<file path="src/design/sorg_ram.sv">
module sorg_ram #(
  parameter int WIDTH = 8,
  parameter int DEPTH = 16
) (
  input  logic                                   clk,
  input  logic                                   we,
  input  logic [((DEPTH > 1) ? $clog2(DEPTH) : 1)-1:0] waddr,
  input  logic [WIDTH-1:0]                       wdata,
  input  logic [((DEPTH > 1) ? $clog2(DEPTH) : 1)-1:0] raddr,
  output logic [WIDTH-1:0]                       rdata
);

  logic [WIDTH-1:0] mem [DEPTH];

  // One write port, one registered read port.
  always_ff @(posedge clk) begin
    if (we) begin
      mem[waddr] <= wdata;
    end
    rdata <= mem[raddr];
  end

endmodule

</file>
<file path="config.mk">
export PLATFORM = sky130hd
export DESIGN_NAME = sorg_ram
export DESIGN_NICKNAME = d
export VERILOG_FILES = /design/src/design/sorg_ram.sv
export SDC_FILE = /design/constraint.sdc
export NUM_CORES = 1
export LEC_CHECK = 0
export ABC_AREA = 1
export CAP_MARGIN = 25
export CORE_MARGIN = 3
export CORE_UTILIZATION = 25
export CTS_BUF_LIST = sky130_fd_sc_hd__clkbuf_16
export CTS_CLUSTER_DIAMETER = 120
export DETAILED_ROUTE_END_ITERATION = 10
export DONT_BUFFER_PORTS = 1
export PLACE_DENSITY_LB_ADDON = 0.1
export SYNTH_ARGS = -nofsm -noshare
export SYNTH_HDL_FRONTEND = slang
export SYNTH_SLANG_ARGS = --single-unit
</file>
<file path="constraint.sdc">
create_clock -name clk -period 1.57 [get_ports clk]
set_clock_uncertainty 0.1 [all_clocks]
set_input_delay 0.0785 -clock clk [delete_from_list [all_inputs] [get_ports clk]]
set_output_delay 0.0785 -clock clk [all_outputs]
set_load 0.01 [all_outputs]
</file>
Word level (Yosys, flattened, before mapping)
Memory sizes are Yosys's and may differ from the RTL's. A register that Yosys moved wholly into a read port is not among the register bits.
Cells that the tools add are included.
{"block": "word_totals", "ram_bits": 128, "wordCells": 3, "reg_bits": 0, "output_inout_bits": 8, "latch_bits": 0, "in_bits": 18, "rom_bits": 0, "memories": 1}
{"block": "op_classes", "n_mul": 0, "shift": 0, "add_sub_neg": 0, "reduce_logical": 0, "mux": 2, "div_mod_pow": 0, "bitwise": 0, "n_lt_le_gt_ge": 0, "n_eq_ne": 0}
{"name": "mem", "words": 16, "word_bits": 8, "rd": 1, "rd_clocked_by_memory_dff": 1, "wr": 1, "line_no": "13", "source": "logic [WIDTH-1:0] mem [DEPTH];"}
{"operator": "1-bit 2-to-1 mux", "n": 2}

Logic depth before layout (Yosys ltp)
Gate-level depths: netlist of the first run.
{"block": "depth", "word_depth": 2, "depth_mapped": 8, "depth_no_buf": 7}

Worst setup path after synthesis of the first run
Ideal clock, no wire load.
{"block": "synth_path", "kind": "input-to-reg", "from": "input port waddr[2] in the netlist's numbering", "to": "memory mem[10][0], enable pin", "arrival_time_ns": 0.659, "slack_ns": 0.441, "t_required_ns": 1.100, "cell_stages": 2, "n_path_buf": 0, "setup_time_ns": 0.370, "cell_sequence": "nand3b_1 > nor2_1"}
{"element": "from (decl)", "line_no": "7", "source": "input logic [((DEPTH > 1) ? $clog2(DEPTH) : 1)-1:0] waddr,"}
{"element": "to (decl)", "line_no": "13"}
No word-level cell before the write port.

==> results of run 1 <==
-- final timing paths --
path	from	to	slack (ps)
max	raddr[2]	rdata[0]$_DFF_P_	160
min	raddr[1]	rdata[5]$_DFF_P_	9
max reg2reg	mem[5][5]$_DFFE_PP_	rdata[5]$_DFF_P_	420
min reg2reg	mem[12][1]$_DFFE_PP_	rdata[1]$_DFF_P_	560
-- logic make-up (layout without fill, tap and decap cells) --
family / Yosys count / after routing / share of synthesized area
buf+inv: 126 / 168 / 0.0952
flops: 136 / 136 / 0.694
simple gates: 289 / 289 / 0.210
-- layer usage --
layer  vias up  track usage  wire length (microns)
met1      1847        0.203                   8240
met3        18       0.0268                    501
li1       1831            -                      -
met4         0       0.0492                    235
met2        87        0.199                   7200
met5         -            0                      0
-- power by group through the flow --
stage	Combinational, W	Sequential, W	Clock (W)
final	0.000476	0.00410	0.00398
after global routing	0.000538	0.00411	0.00423
after CTS	0.000489	0.00411	0.00404
after detailed placement	0.000341	0.00418	0
after global placement	0.000342	0.00418	0
after floorplan	0.000286	0.00417	0
-- per-stage QoR --
stage,setup WS (ps),total power (W),utilization,hold WS (ps),instances
2_1_floorplan,441,0.00445,-,77.4,551
3_3_place_gp,293,0.00453,0.275,78.9,828
3_5_place_dp,279,0.00452,0.275,78.7,828
4_1_cts,173,0.00864,0.309,2.18,873
5_1_grt,103,0.00888,0.309,37.1,873
6_report,156,0.00856,0.309,9.02,873
-- final cells by class --
class | instances | share of cell area
clock buffers | 17 | 0.0620
repair buffers | 34 | 0.0467
inverters | 102 | 0.0558
flip-flops and latches | 136 | 0.584
clock inverters | 15 | 0.0237
well taps | 280 | 0.0511
multi-input cells | 289 | 0.177
-- cells in the final DEF, fill, tap and decap left out, drive strengths merged --
cell type and n:
buf 23, nand3b 2, inv 104, nand3 97, nand2 173, clkinv 8
clkbuf 17, bufinv 3, edfxtp 128, dfxtp 8, nor2 17, dlygate4sd3 11
clkinvlp 2
-- registers in the layout (all words and copies together), names as in the netlist --
name   cells
mem      128
rdata      8
-- tightest hold or removal path, cell delays in order --
cell and delay [ps]:
sky130_fd_sc_hd__nand3_1 80, sky130_fd_sc_hd__nand3_1 80, sky130_fd_sc_hd__nand3_1 150, sky130_fd_sc_hd__nand2_1 70
==> results.json, run 1 <==
{
  "run_status": "completed",
  "drcViolationCount": 0,
  "clock_insertion_delay_worst_skew_ps": 420,
  "rows": 54,
  "peakVddDrop_v": 0.000699,
  "path_depth": 4,
  "worst-slew-pin-transition_ps": 833,
  "grt_pass1_vias": 3654,
  "cp_max_fo": 16,
  "synthDominantAreaCellType": "sky130_fd_sc_hd__edfxtp_1",
  "die_h_microns": 158,
  "synth_cells": 551,
  "portBuffers": 0,
  "cts_resized": 0,
  "syn2layout_area_growth_pct": 18.9,
  "headroom_to_the_max_slew_limit": 0.443,
  "nets": 598,
  "critPathMaxStageDelay_ps": 1050,
  "ys_ff_latch": 136,
  "hold_path_class": "in -> reg",
  "cts_max_path_buffers": 2,
  "leakagePower_nw": 2.89,
  "die_area_sq_um": 24900,
  "cp_common_cell": "sky130_fd_sc_hd__nand3_1",
  "switching_power_w": 0.00189,
  "drt_pre_antenna_iters": 5,
  "timing.max_cap.violations": 0,
  "intPower_w": 0.00667,
  "power_switching_share": 0.221,
  "dieWidth_microns": 158,
  "path_buf_inv": 1,
  "timing.final.max_slew_violations": 0,
  "number_of_synthesized_flops_with_an_enable_pin": 128,
  "cts_htree_levels": 4,
  "gp_routability_congestion": 0.704,
  "post-cts-setup-buffer-count": 0,
  "sequentialPowerShare": 0.479,
  "floorplan.core_area_sq_um": 22200,
  "grt_start_max_net_pins": 65,
  "power.share.combinational": 0.056,
  "grt-ovfl-total": 0,
  "cts-root-buf": "sky130_fd_sc_hd__clkbuf_16",
  "detailed_place.area_sq_um": 6120,
  "cell_types_occupying_the_most_area_after_synthesis": "sky130_fd_sc_hd__edfxtp_1 67%, sky130_fd_sc_hd__nand2_1 11%, sky130_fd_sc_hd__nand3_1 8.4%, sky130_fd_sc_hd__inv_1 6.5%, sky130_fd_sc_hd__dfxtp_1 2.8%",
  "rsz_0062_raised_after_global_routing": "no",
  "crit_family": "buffers and inverters",
  "mappedNetlistArea_sq_um": 5770,
  "worst_setup_path_end_kind": "register",
  "synthFlopType": "sky130_fd_sc_hd__edfxtp_1",
  "cp-start-kind": "input pin",
  "avgViaCountPerCell": 4.33,
  "drtIter0Drc": 272,
  "setup_violations": 0,
  "critical_path_class": "in -> reg",
  "synth_largest_type_area_fraction": 0.667,
  "cts_hold_repair.buffers": 13,
  "ys_top_cells_by_count": "173 x sky130_fd_sc_hd__nand2_1, 128 x sky130_fd_sc_hd__edfxtp_1, 100 x sky130_fd_sc_hd__inv_1",
  "yosys.cell_count.top_type": "sky130_fd_sc_hd__nand2_1",
  "share_clk_of_total_power": 0.465,
  "synth-seq-area-share": 0.694,
  "fmax_ghz": 0.707,
  "routedWlPerCell_microns": 18.5,
  "route.vias.total": 3783,
  "number_of_primary_i_o_pins": 26,
  "postSynth.asyncResetShare": 0,
  "power.density_cell_area_nw_per_um2": 1250,
  "ys_types": 12,
  "final_area_sq_um": 6860,
  "postRouteWirelength_microns": 16200,
  "cts.clk_slew.worst_paths_ps": 60,
  "cts_buffers": 17,
  "arrival_ps": 1620,
  "yosys_warnings": 0,
  "drt.antenna.violating_nets": 0,
  "fin_crit_sh": 0.901,
  "fillerInstances": 2278,
  "period_needed_ps": 1410,
  "grt_pass1_wl_microns": 24200,
  "global_route.usage.total": 0.137,
  "cp_slowest_cell": "sky130_fd_sc_hd__dlygate4sd3_1",
  "min_path_cells": 4,
  "tritoncts": "done",
  "syn_nets": 569,
  "antenna_diode_instance_count": 0,
  "cp_cell_sequence": "dlygate4sd3_1, nand3_1, nand3_1, nand2_1",
  "final.setup.tns_ps": 0,
  "cts.sink_count": 136,
  "layout-drive-gt1-share": 0.0911,
  "initial_antenna_violation_count": 0,
  "area_of_combinational_cells_with_multiple_inputs_sq_um": 1210,
  "final_hold_viol_count": 0,
  "initial_core_util": 0.259,
  "worst-endpoint-required_ps": 1770,
  "post-dp-hpwl_microns": 9660,
  "postSynthAreaPerCell_sq_um": 10.5,
  "seqCellArea_sq_um": 4000,
  "r2r.worst_path.cells": 6
}
No activity file was read; power rests on OpenSTA's default activity.
==> run 2: changes to the inputs <==
CORE_ASPECT_RATIO = 0.75   (was not set)
SETUP_SLACK_MARGIN = 0.2   (was not set)
==> results.json, run 2 (synthesized netlist as in run 1, its figures left out) <==
{
  "cp-start-kind": "input pin",
  "fin_crit_sh": 0.825,
  "syn2layout_area_growth_pct": 18.4,
  "clock_insertion_delay_worst_skew_ps": 420,
  "r2r_setup_slack_ps": 360,
  "fillerInstances": 2342,
  "drtIter0Drc": 499,
  "avgViaCountPerCell": 4.27,
  "cts_max_path_buffers": 2,
  "grt_pass1_wl_microns": 24100,
  "final.setup.tns_ps": 0,
  "cts.sink_count": 136,
  "final_hold_viol_count": 8,
  "floorplan.core_area_sq_um": 22300,
  "postRouteWirelength_microns": 16000,
  "layout-drive-gt1-share": 0.0832,
  "largest_register_ff_count": 128,
  "timing.final.max_slew_violations": 0,
  "rows": 47,
  "grt-ovfl-total": 0,
  "leading_cell_types_in_the_layout_fill_and_taps_excluded": "173 x sky130_fd_sc_hd__nand2_1, 128 x sky130_fd_sc_hd__edfxtp_1, 101 x sky130_fd_sc_hd__inv_1, 97 x sky130_fd_sc_hd__nand3_1, 19 x sky130_fd_sc_hd__buf_4",
  "dieWidth_microns": 181,
  "register_ranked_first_by_flip_flop_count": "mem",
  "fmax_ghz": 0.772,
  "die_h_microns": 138,
  "power.density_cell_area_nw_per_um2": 1240,
  "routedWlPerCell_microns": 18.0,
  "global_route.usage.total": 0.135,
  "cts_hold_repair.buffers": 10,
  "drcViolationCount": 0,
  "worst-slew-pin-transition_ps": 952,
  "arrival_ps": 1480,
  "drt_pre_antenna_iters": 5,
  "hold_path_class": "in -> reg",
  "critical_path_class": "in -> reg",
  "timing.max_cap.violations": 0,
  "peakVddDrop_v": 0.000703,
  "headroom_to_the_max_slew_limit": 0.363,
  "leakagePower_nw": 2.86,
  "die_area_sq_um": 24900,
  "cts.clk_slew.worst_paths_ps": 60,
  "drt.antenna.violating_nets": 0,
  "cts_buffers": 17,
  "nets": 595,
  "run_status": "complete, but fails checks",
  "number_of_primary_i_o_pins": 26,
  "worst-endpoint-required_ps": 1760,
  "grt_pass1_vias": 3706,
  "preCtsSetupSlack_ps": 246,
  "initial_antenna_violation_count": 1,
  "rsz_0062_raised_after_global_routing": "no",
  "layout.cells.most_common": "sky130_fd_sc_hd__nand2_1",
  "post-dp-hpwl_microns": 9950,
  "tritoncts": "done",
  "biggestRegsByFlops": "mem: 128 flops, rdata: 8 flops",
  "initial_core_util": 0.258,
  "layout_setup_ws_ps": 275,
  "route.vias.total": 3778,
  "grt_start_max_net_pins": 66,
  "violations": "hold timing",
  "portBuffers": 0,
  "period_needed_ps": 1300,
  "cts_htree_levels": 4,
  "hold-worst-slack_ps": -187,
  "gp_routability_congestion": 0.757,
  "setup_violations": 0,
  "cts-root-buf": "sky130_fd_sc_hd__clkbuf_16",
  "worst_setup_path_end_kind": "register",
  "cp_max_fo": 9
}
[run 2: critical path, stage by stage]
cell and delay [ps]:
sky130_fd_sc_hd__dlygate4sd3_1 830, sky130_fd_sc_hd__inv_1 300, sky130_fd_sc_hd__nand3_1 160, sky130_fd_sc_hd__nand2_1 110
[run 2: final cells by class]
type / count / area, sq um / area share
clock buffers: 17 / 425 / 0.0623
repair buffers: 31 / 293 / 0.0429
inverters: 102 / 383 / 0.0561
flip-flops and latches: 136 / 4000 / 0.586
well taps: 294 / 368 / 0.0539
multi-input cells: 289 / 1210 / 0.178
clock inverters: 14 / 140 / 0.0205
diodes: 1 / 2.50 / 0.000366
[run 2: metrics by stage]
step / area, sq um / total power (W) / util / cells / hold WS [ps]
floorplan: 5770 / 0.00445 / - / 551 / 77.4
global placement: 6150 / 0.00455 / 0.275 / 842 / 79.0
detailed placement: 6150 / 0.00454 / 0.275 / 842 / 79.1
CTS: 6830 / 0.00856 / 0.305 / 883 / -186
global route: 6830 / 0.00879 / 0.305 / 883 / -145
finish: 6830 / 0.00848 / 0.306 / 884 / -187
[run 2: timing repair]
action                    in CTS  in global routing
hold endpoints to repair     136                  8
buffers inserted               0                  0
gates resized for setup        0                  0
[run 2: power breakdown]
group	switching (W)	total, W	internal, W
registers	0.0000515	0.00411	0.00406
clock network	0.00148	0.00391	0.00244
logic	0.000317	0.000456	0.000139
[run 2: per-layer routing]
layer / wire length (microns) / global-route usage / vias up
met4: 140 / 0.0342 / 0
met5: 0 / 0 / -
met2: 6410 / 0.184 / 110
li1: - / - / 1823
met1: 8470 / 0.208 / 1827
met3: 936 / 0.0359 / 18
[run 2: worst paths after layout]
path,end,cells past startpoint,start
setup reg to reg,rdata[5]$_DFF_P_,6,mem[10][5]$_DFFE_PP_
hold reg to reg,rdata[6]$_DFF_P_,6,mem[2][6]$_DFFE_PP_
hold / removal,rdata[4]$_DFF_P_,3,raddr[2]
setup / recovery,rdata[5]$_DFF_P_,4,raddr[3]
