### src/design/sorg_pkg.sv
package sorg_pkg;

  // Table size and the address width that follows from it.
  localparam int NUM_BUMPS = 16;
  localparam int IDX_W     = (NUM_BUMPS > 1) ? $clog2(NUM_BUMPS) : 1;

  // Item codes.
  typedef enum logic [0:0] {
    OP_LOAD = 1'b0,
    OP_EVAL = 1'b1
  } op_t;

  // One table entry as it sits in the memory.
  typedef struct packed {
    logic [15:0]        cx;
    logic [15:0]        cy;
    logic signed [15:0] cosine;
    logic signed [15:0] sine;
    logic [17:0]        inv_x;
    logic [17:0]        inv_y;
    logic signed [14:0] height;
  } bump_entry_t;

  localparam int ENTRY_W = $bits(bump_entry_t);

  // Write port from the load unit.
  typedef struct packed {
    logic             we;
    logic [IDX_W-1:0] addr;
    bump_entry_t      entry;
  } tbl_wr_t;

  // Read side seen by the evaluate unit; live is low for a slot never loaded.
  typedef struct packed {
    logic        live;
    bump_entry_t entry;
  } tbl_rd_t;

  // One evaluate result.
  typedef struct packed {
    logic [15:0]        x;
    logic [15:0]        y;
    logic signed [18:0] height;
    logic               sat;
  } eval_res_t;

  typedef enum logic [2:0] {
    L_IDLE,
    L_SQUARE,
    L_SETUP,
    L_ITER,
    L_WRITE
  } load_state_t;

  typedef enum logic [1:0] {
    E_IDLE,
    E_ISSUE,
    E_DRAIN,
    E_DONE
  } eval_state_t;

  // Sine and cosine by rotation steps; angles in Q.16.
  localparam int                 CORDIC_STEPS = 16;
  localparam int                 DIV_STEPS    = 18;
  localparam logic signed [17:0] CORDIC_K     = 18'sd9949;
  localparam logic signed [17:0] ONE_Q14      = 18'sd16384;
  localparam logic signed [20:0] PI_Q16       = 21'sd205887;
  localparam logic signed [20:0] HALF_PI_Q16  = 21'sd102944;
  localparam logic [17:0]        INV_MAX      = 18'h3FFFF;

  function automatic logic signed [20:0] atan_q16(input logic [3:0] i);
    logic signed [20:0] a;
    case (i)
      4'd0:    a = 21'sd51472;
      4'd1:    a = 21'sd30386;
      4'd2:    a = 21'sd16055;
      4'd3:    a = 21'sd8150;
      4'd4:    a = 21'sd4091;
      4'd5:    a = 21'sd2047;
      4'd6:    a = 21'sd1024;
      4'd7:    a = 21'sd512;
      4'd8:    a = 21'sd256;
      4'd9:    a = 21'sd128;
      4'd10:   a = 21'sd64;
      4'd11:   a = 21'sd32;
      4'd12:   a = 21'sd16;
      4'd13:   a = 21'sd8;
      4'd14:   a = 21'sd4;
      default: a = 21'sd2;
    endcase
    return a;
  endfunction

  // Exponential: ln2 in Q.26, its reciprocal scaled by 2^56, one in Q.30.
  localparam logic [29:0] LN2_Q26   = 30'd46516320;
  localparam logic [30:0] LN2_RECIP = 31'((64'd1 << 56) / 64'd46516320);
  localparam int          LN2_SHIFT = 56;
  localparam logic [30:0] ONE_Q30   = 31'h4000_0000;

  // Horner steps divide by 6, 5, 4, 3, 2, 1 through exact reciprocals.
  localparam int HORNER_STEPS = 6;
  localparam logic [31:0] HORNER_MUL [HORNER_STEPS] = '{
    32'(((64'd1 << 34) + 64'd5) / 64'd6),
    32'(((64'd1 << 34) + 64'd4) / 64'd5),
    32'((64'd1 << 32) / 64'd4),
    32'(((64'd1 << 33) + 64'd2) / 64'd3),
    32'((64'd1 << 32) / 64'd2),
    32'(64'd1 << 31)
  };
  localparam int HORNER_SHIFT [HORNER_STEPS] = '{34, 34, 32, 33, 32, 31};

  // Output range.
  localparam int SUM_MAX = 262143;
  localparam int SUM_MIN = -262144;

endpackage

### src/design/sorg_load.sv
module sorg_load import sorg_pkg::*; (
  input  logic               clk,
  input  logic               rst,
  input  logic               start,
  input  logic [3:0]         bump_index,
  input  logic [15:0]        center_x,
  input  logic [15:0]        center_y,
  input  logic [14:0]        sigma_x,
  input  logic [14:0]        sigma_y,
  input  logic signed [14:0] peak_height,
  input  logic [14:0]        rotation,
  output logic               busy,
  output tbl_wr_t            wr
);

  load_state_t state, state_next;

  logic [4:0]             cnt;
  logic [IDX_W-1:0]       slot;
  logic                   skip;
  logic [15:0]            cx, cy;
  logic signed [14:0]     ht;
  logic [14:0]            sig_x, sig_y, rot;
  logic [29:0]            sq_x, sq_y;
  logic [29:0]            rem_x, rem_y;
  logic [17:0]            num_x, num_y;
  logic [17:0]            quo_x, quo_y;
  logic                   sat_x, sat_y;
  logic signed [17:0]     cor_x, cor_y;
  logic signed [20:0]     ang;
  logic                   flip;

  logic [IDX_W+3:0]       idx_ext;
  logic [37:0]            nf_x, nf_y;
  logic [30:0]            trial_x, trial_y;
  logic                   ge_x, ge_y;
  logic signed [20:0]     ang0;
  logic signed [17:0]     sh_x, sh_y;
  logic signed [15:0]     cl_x, cl_y;

  function automatic logic signed [15:0] clamp_unit(input logic signed [17:0] v);
    logic signed [15:0] r;
    if (v > ONE_Q14) begin
      r = 16'sd16384;
    end else if (v < -ONE_Q14) begin
      r = -16'sd16384;
    end else begin
      r = v[15:0];
    end
    return r;
  endfunction

  // Slot decode; loads past the table are dropped.
  assign idx_ext = {{IDX_W{1'b0}}, bump_index};

  // Rounded numerator 2^37 + sq/2 for each inverse.
  assign nf_x = {1'b1, 37'b0} + {9'b0, sq_x[29:1]};
  assign nf_y = {1'b1, 37'b0} + {9'b0, sq_y[29:1]};

  // One restoring division step per cycle.
  assign trial_x = {rem_x, num_x[17]};
  assign trial_y = {rem_y, num_y[17]};
  assign ge_x    = trial_x >= {1'b0, sq_x};
  assign ge_y    = trial_y >= {1'b0, sq_y};

  // Starting angle, folded above a right angle.
  assign ang0 = {3'b0, rot, 3'b0};

  // Floor shifts of the rotation step.
  assign sh_x = cor_y >>> cnt[3:0];
  assign sh_y = cor_x >>> cnt[3:0];

  assign cl_x = clamp_unit(cor_x);
  assign cl_y = clamp_unit(cor_y);

  // State register.
  always_ff @(posedge clk) begin
    if (rst) begin
      state <= L_IDLE;
    end else begin
      state <= state_next;
    end
  end

  // Next state and outputs.
  always_comb begin
    state_next = state;
    busy       = (state != L_IDLE);
    wr.we      = 1'b0;
    wr.addr    = slot;
    wr.entry.cx     = cx;
    wr.entry.cy     = cy;
    wr.entry.cosine = flip ? -cl_x : cl_x;
    wr.entry.sine   = cl_y;
    wr.entry.inv_x  = sat_x ? INV_MAX : quo_x;
    wr.entry.inv_y  = sat_y ? INV_MAX : quo_y;
    wr.entry.height = ht;
    case (state)
      L_IDLE: begin
        if (start) begin
          state_next = L_SQUARE;
        end
      end
      L_SQUARE: state_next = L_SETUP;
      L_SETUP:  state_next = L_ITER;
      L_ITER: begin
        if (cnt == 5'(DIV_STEPS - 1)) begin
          state_next = L_WRITE;
        end
      end
      L_WRITE: begin
        wr.we      = !skip;
        state_next = L_IDLE;
      end
      default: state_next = L_IDLE;
    endcase
  end

  // Datapath: squares, then setup, then shared iterations.
  always_ff @(posedge clk) begin
    case (state)
      L_IDLE: begin
        if (start) begin
          slot  <= idx_ext[IDX_W-1:0];
          skip  <= idx_ext >= (IDX_W + 4)'(NUM_BUMPS);
          cx    <= center_x;
          cy    <= center_y;
          ht    <= peak_height;
          sig_x <= sigma_x;
          sig_y <= sigma_y;
          rot   <= rotation;
        end
      end
      L_SQUARE: begin
        sq_x <= sig_x * sig_x;
        sq_y <= sig_y * sig_y;
      end
      L_SETUP: begin
        sat_x <= (sq_x == 30'd0) || ({10'b0, nf_x} >= {sq_x, 18'b0});
        sat_y <= (sq_y == 30'd0) || ({10'b0, nf_y} >= {sq_y, 18'b0});
        rem_x <= {10'b0, nf_x[37:18]};
        rem_y <= {10'b0, nf_y[37:18]};
        num_x <= nf_x[17:0];
        num_y <= nf_y[17:0];
        cor_x <= CORDIC_K;
        cor_y <= 18'sd0;
        cnt   <= 5'd0;
        if (ang0 > HALF_PI_Q16) begin
          ang  <= PI_Q16 - ang0;
          flip <= 1'b1;
        end else begin
          ang  <= ang0;
          flip <= 1'b0;
        end
      end
      L_ITER: begin
        cnt   <= cnt + 5'd1;
        num_x <= {num_x[16:0], 1'b0};
        num_y <= {num_y[16:0], 1'b0};
        quo_x <= {quo_x[16:0], ge_x};
        quo_y <= {quo_y[16:0], ge_y};
        rem_x <= ge_x ? 30'(trial_x - {1'b0, sq_x}) : trial_x[29:0];
        rem_y <= ge_y ? 30'(trial_y - {1'b0, sq_y}) : trial_y[29:0];
        if (cnt < 5'(CORDIC_STEPS)) begin
          if (ang >= 0) begin
            cor_x <= cor_x - sh_x;
            cor_y <= cor_y + sh_y;
            ang   <= ang - atan_q16(cnt[3:0]);
          end else begin
            cor_x <= cor_x + sh_x;
            cor_y <= cor_y - sh_y;
            ang   <= ang + atan_q16(cnt[3:0]);
          end
        end
      end
      default: begin
      end
    endcase
  end

endmodule

### config.mk
export PLATFORM = sky130hd
export DESIGN_NAME = sorg_load
export DESIGN_NICKNAME = d
export VERILOG_FILES = /design/src/design/sorg_pkg.sv /design/src/design/sorg_load.sv
export SDC_FILE = /design/constraint.sdc
export NUM_CORES = 2
export LEC_CHECK = 0
export BUFFER_PORTS_ARGS = -buffer_cell sky130_fd_sc_hd__clkbuf_2
export CORE_ASPECT_RATIO = 0.9
export CORE_UTILIZATION = 65
export DETAILED_ROUTE_END_ITERATION = 12
export PLACE_DENSITY = 0.84
export SYNTH_ARGS = -nofsm -noshare
export SYNTH_HDL_FRONTEND = slang
export SYNTH_SLANG_ARGS = --single-unit
### constraint.sdc
create_clock -name clk -period 16.4 [get_ports clk]
set_input_delay 0.82 -clock clk [delete_from_list [all_inputs] [get_ports clk]]
set_output_delay 0.82 -clock clk [all_outputs]
set_load 0.05 [all_outputs]
Word-level counts from Yosys, hierarchy flattened
Memories as Yosys holds them, arrays and structs flattened. A register that Yosys moved wholly into a read port is not among the register bits.
Index checks and enable logic that the tools add are counted.
{"block": "totals", "reg_bits": 357, "mem_bits_ro": 512, "inputBits": 99, "output_inout_bits": 121, "wordCells": 111, "memories": 2}
{"block": "op_classes", "n_addsub": 13, "mul": 2, "n_lt_le_gt_ge": 12, "n_eq_ne": 8, "shifts": 2, "muxes": 37, "n_reduce_logical": 11}
{"name": "(name not given)", "depth": 16, "word_bits": 16, "rd": 1, "rd_clocked_by_memory_dff": 1, "write_ports": 0, "line": "sorg_pkg.sv:73", "rtl": "case (i)"}
{"name": "(name not given)", "depth": 16, "word_bits": 16, "rd": 1, "rd_clocked_by_memory_dff": 1, "write_ports": 0, "line": "sorg_pkg.sv:73"}
{"op": "two-way mux 21 bit", "n": 9}
{"op": "one-hot mux 18 bit (2 select lines)", "n": 4}
{"op": "one-hot mux 30 bit (2 select lines)", "n": 2}
{"op": "two-way mux 18 bit", "n": 6}
{"op": "greater-or-equal comparator 38 x 48 -> 1 bit", "n": 2}
{"op": "two-way mux 16 bit", "n": 5}
{"op": "adder 38 x 29 -> 38 bit (first input constant)", "n": 2}
{"op": "greater-or-equal comparator 31 x 30 -> 1 bit", "n": 2}
{"op": "zero test 30 bit", "n": 2}
{"op": "multiplier 15 x 15 -> 30 bit", "n": 2}
{"op": "two-way mux 30 bit", "n": 2}
{"op": "subtractor 30 bit", "n": 2}
{"op": "one-hot mux 21 bit (2 select lines)", "n": 1}
{"op": "adder 18 bit", "n": 2}
{"op": "> comparator 18 x 16 -> 1 bit (second input constant)", "n": 2}
{"op": "< comparator 18 x 15 -> 1 bit (second input constant)", "n": 2}
{"op": ">>> shifter 18 x 4 -> 18 bit", "n": 2}
{"op": "subtractor 18 bit", "n": 2}
{"op": "adder 21 bit", "n": 1}
{"op": "greater-or-equal comparator 21 x 1 -> 1 bit (second input constant)", "n": 1}
{"op": "subtractor 21 bit", "n": 1}
{"op": "subtractor 18 x 18 -> 19 bit (first input constant)", "n": 1}
{"op": "> comparator 18 x 17 -> 1 bit (second input constant)", "n": 1}
{"op": "negation 16 bit", "n": 1}
{"op": "19 further kinds", "n": 28}

Depth between registers and ports, before layout
{"block": "depth", "ltp_word": 8, "depth_mapped": 25}

Least setup slack after synthesis
Ideal clock, no wire load.
{"block": "synth_timing", "path_type": "register -> register", "start": "register sig_y[3]", "end": "register sq_y[29], data pin", "setup_time_ns": 0.260, "t_arrival_ns": 6.150, "required_time_ns": 16.140, "slack_ns": 9.990, "path_stages_with_launch": 24, "cell_sequence": "edfxtp_1 -> clkbuf_1 -> nand2_1 -> inv_1 -> fa_1 -> inv_1 -> fa_1 -> inv_1 -> fa_1 -> inv_1 -> fa_1 -> inv_1 -> fa_1 -> inv_1 -> fa_1 -> inv_1 -> ha_1 -> o41ai_1 -> o31ai_1 -> o21a_1 -> a221oi_1 -> o2111ai_1 -> a21oi_1 -> xnor2_1"}
{"block": "synth_between", "elab_chain_len": 1}
{"item": "start, declared", "line": "sorg_load.sv:23", "rtl": "logic [14:0] sig_x, sig_y, rot;"}
{"item": "start signal, assigned", "line": "sorg_load.sv:130", "rtl": "sig_y <= sigma_y;"}
{"item": "multiplier 15 x 15 -> 30 bit", "line": "sorg_load.sv:136", "rtl": "sq_y <= sig_y * sig_y;"}
{"item": "end signal, assigned", "line": "sorg_load.sv:136"}
{"item": "end, declared", "line": "sorg_load.sv:24", "rtl": "logic [29:0] sq_x, sq_y;"}
No other way between the ends.
A chain may end at the register's enable or synchronous reset.

Final worst setup path
Same ends and word-level chain as after synthesis.

==> flow_summary.toml <==
[worst_setup_path]
cpPeakStageDelay_ps = 890
critPathBufInv = 7
cp.required_ps = 16720
timing.critical_path.slowest_stage_cell = "o41ai_1"
crit_top_cell = "inv_1"
worst_path_fanout_max = 17
worstSetupEndpointType = "flip-flop"
regToRegEndpoint = "sq_y[29]"
reg2reg_slack_ps = 9120
critical_path_arrival_ps = 7610
critical-path-top-delay-family = "adder cells"
path_cells = "nand2_1 > inv_1 > fa_1 > inv_1 > fa_1 > inv_1 > fa_1 > inv_1 > fa_1 > inv_1 > fa_1 > inv_1 > fa_1 > inv_1 > ha_1 > o41ai_1 > o31ai_1 > o21a_1 > a221oi_1 > o2111ai_1 > a21oi_1 > xnor2_1"
timing.rr.start = "sig_y[3]"
timing.reg2reg.worst_path_depth = 22
worst_setup_start_kind = "flip-flop"
timing.setup.critical_path_class = "flip-flop to flip-flop"

[finish]
layout.cell_area.non_filler_mm2 = 0.0386
drive_gt1_share_pct = 11.0
multi_input_area_mm2 = 0.0222
fillerInstances = 3792
layout.core_utilization_pct = 72.1
layout.cells.most_common = "inv_1"
layout_common_cells = "532 x inv_1, 349 x edfxtp_1, 339 x nand2_1"
regArea_mm2 = 0.0109
nNetsFinal = 4499
synthToLayoutAreaGrowth_pct = 8.62

[timing]
finalSetupViolCount = 0
final_period_minus_worst_setup_slack_ps = 7280
setup-tns-final_ps = 0
tightestPinTransition_ps = 1050
rsz0062_at_grt = "no"
post-route-period-util_pct = 44.4
max-slew-margin-rel_pct = 30.1
finalHoldViolations = 0
timing.hold.ws_ps = 407
finalClockSkew_ps = 13.5
slew_violations = 0
highest_clock_rate_mhz = 137

[grt]
aggregate_global_route_resource_usage_pct = 29.1
antenna_found_initial = 1
maximum_number_of_pins_on_one_net_before_global_route_repair = 115
global_route_wire_length_before_repair_mm = 132
via_count_of_the_first_global_routing_pass = 26675
globalRoute.totalOverflow = 0

[placement]
placed_area_mm2 = 0.0372
gp_congestion = 0.945
detailed_place_hpwl_mm = 60.7
port-buffer-count = 219

[synth]
synth_flop_cell = "edfxtp_1"
synthesis.area_per_instance_um2 = 9.76
synth_sequential_area_ratio_pct = 30.5
yosysTopAreaCellShare_pct = 29.5
synth_enable_flop_cells = 349
synth_seq_cells = 368
synth.top_cells.by_area = "edfxtp_1 29%, fa_1 16%, ha_1 12%, inv_1 5.6%, nand2_1 3.6%"
cell_type_contributing_the_most_total_cell_area_after_synthesis = "edfxtp_1"
synthesis.instances = 3644
asyncSetResetFlopFracSynth_pct = 0
synth.yosys.warnings = 0
synthesis.area_mm2 = 0.0356
synth_cell_type_count = 83
syn_nets = 4352

[clock_network]
cts_buffers = 42
clock_tree.root_cell = "clkbuf_16"
cts.sinks = 368
path_clk_slew_ps = 60
clock_tree_from_tritoncts = "yes"
max-clock-path-buffers = 3
cts_repair_resize_count = 0
clkLatencyLatePin_ps = 580
cts_setup_buffers = 0
cts.htree.levels = 2
hold_buffers = 0

[min_path]
holdCritStartpoint = "center_x[3]"
holdCritPathClass = "input port to flip-flop"
hold-path-cell-count = 1
hold_end = "cx[3]"

[floorplanning]
ioPinCount = 220
design.die.area_mm2 = 0.0556
die_h_um = 224
site_rows = 80
initial_core_util_pct = 66.4
dieWidth_um = 249
coreArea_mm2 = 0.0536

[run_status]
status = "finished clean"

[detailed_routing]
route.final.wire_length_mm = 80.5
first_pass_detailed_route_iteration_total = 7
route.antenna.remaining_nets = 0
initialDrtViolationCount = 2383
vias_per_cell = 5.95
drc = 0
wl_per_cell_um = 17.8
dr_total_vias = 26925

[flow_run]
drv_cap = 0
## flip-flops by register name (all words and copies together), names as in the netlist, 3 cells and up, named ones only
name	count
sig_x	15
cnt	5
sq_y	29
cy	16
cor_x	18
ang	21
num_x	17
num_y	17
quo_x	18
cor_y	18
ht	15
rem_y	30
rem_x	30
cx	16
state	3
sq_x	29
sig_y	15
quo_y	18
rot	15
slot	4
## metal layers
layer	global-route usage (%)	vias up	routed length, µm
li1	-	12764	-
met1	39.6	12957	34500
met2	48.1	1071	37900
met3	5.19	133	6340
met4	8.15	0	1750
met5	0	-	0
## synthesized netlist by cell type (8+ instances only)
master    instances
or4_1            10
nand4_1          23
a211o_1           8
dfxtp_1          19
o31ai_1          25
a31oi_1          34
xor2_1           93
a211oi_1         24
or3_1            18
mux2i_1          53
mux2_2           27
nor3_1           53
ha_1            332
o21a_1           16
a21oi_1         191
nor2_1          194
a21boi_0         11
buf_1            13
nand3_1          51
o211ai_1         18
o22ai_1          17
nand2_1         340
edfxtp_1        349
nor4_1           16
clkbuf_1        111
nor2b_1          33
fa_1            277
o21ai_0         179
inv_1           533
o21bai_1         23
xnor2_1         123
a21o_1           60
nand2b_1         31
mux4_2           22
and2_1          122
buf_2             8
or2_2            46
and3_1           24
## worst max path at each step
| stage | from | to | slack [ps] | cells past startpoint |
|---|---|---|---|---|
| floorplan | sig_y[3] | sq_y[29] | 9990 | 23 |
| global placement | sig_y[3] | sq_y[29] | 9510 | 22 |
| detailed placement | sig_y[3] | sq_y[29] | 9300 | 22 |
| CTS | sig_y[3] | sq_y[29] | 9230 | 22 |
| global route | sig_y[3] | sq_y[27] | 8810 | 22 |
| finish | sig_y[3] | sq_y[29] | 9120 | 22 |
## layout make-up
cell class	count	area share, %
Antenna cell	2	0.0130
Clock buffer	50	2.91
Clock inverter	27	0.816
Inverter	534	5.21
Multi-Input combinational cell	2608	57.5
Sequential cell	368	28.1
Tap cell	697	2.26
Timing Repair Buffer	237	3.19
## metrics by stage
| step | setup WS [ps] | cells |
|---|---|---|
| floorplan | 9990 | 3644 |
| global placement | 9510 | 4444 |
| detailed placement | 9300 | 4444 |
| CTS | 9230 | 4521 |
| global route | 8810 | 4522 |
| finish | 9120 | 4523 |
## kinds of logic after synthesis
family / share of synthesized area [%]
AO/OA/AOI/OAI: 12.1
XOR/XNOR: 5.32
adder cells (fa/ha/maj): 27.3
buffers and inverters: 7.11
flip-flops: 30.5
multiplexers: 4.11
AND/OR/NAND/NOR: 13.6
Power is left out: the tool's default activity adds up to more than one toggle a clock period on the data nets, which glitch-free logic cannot reach.
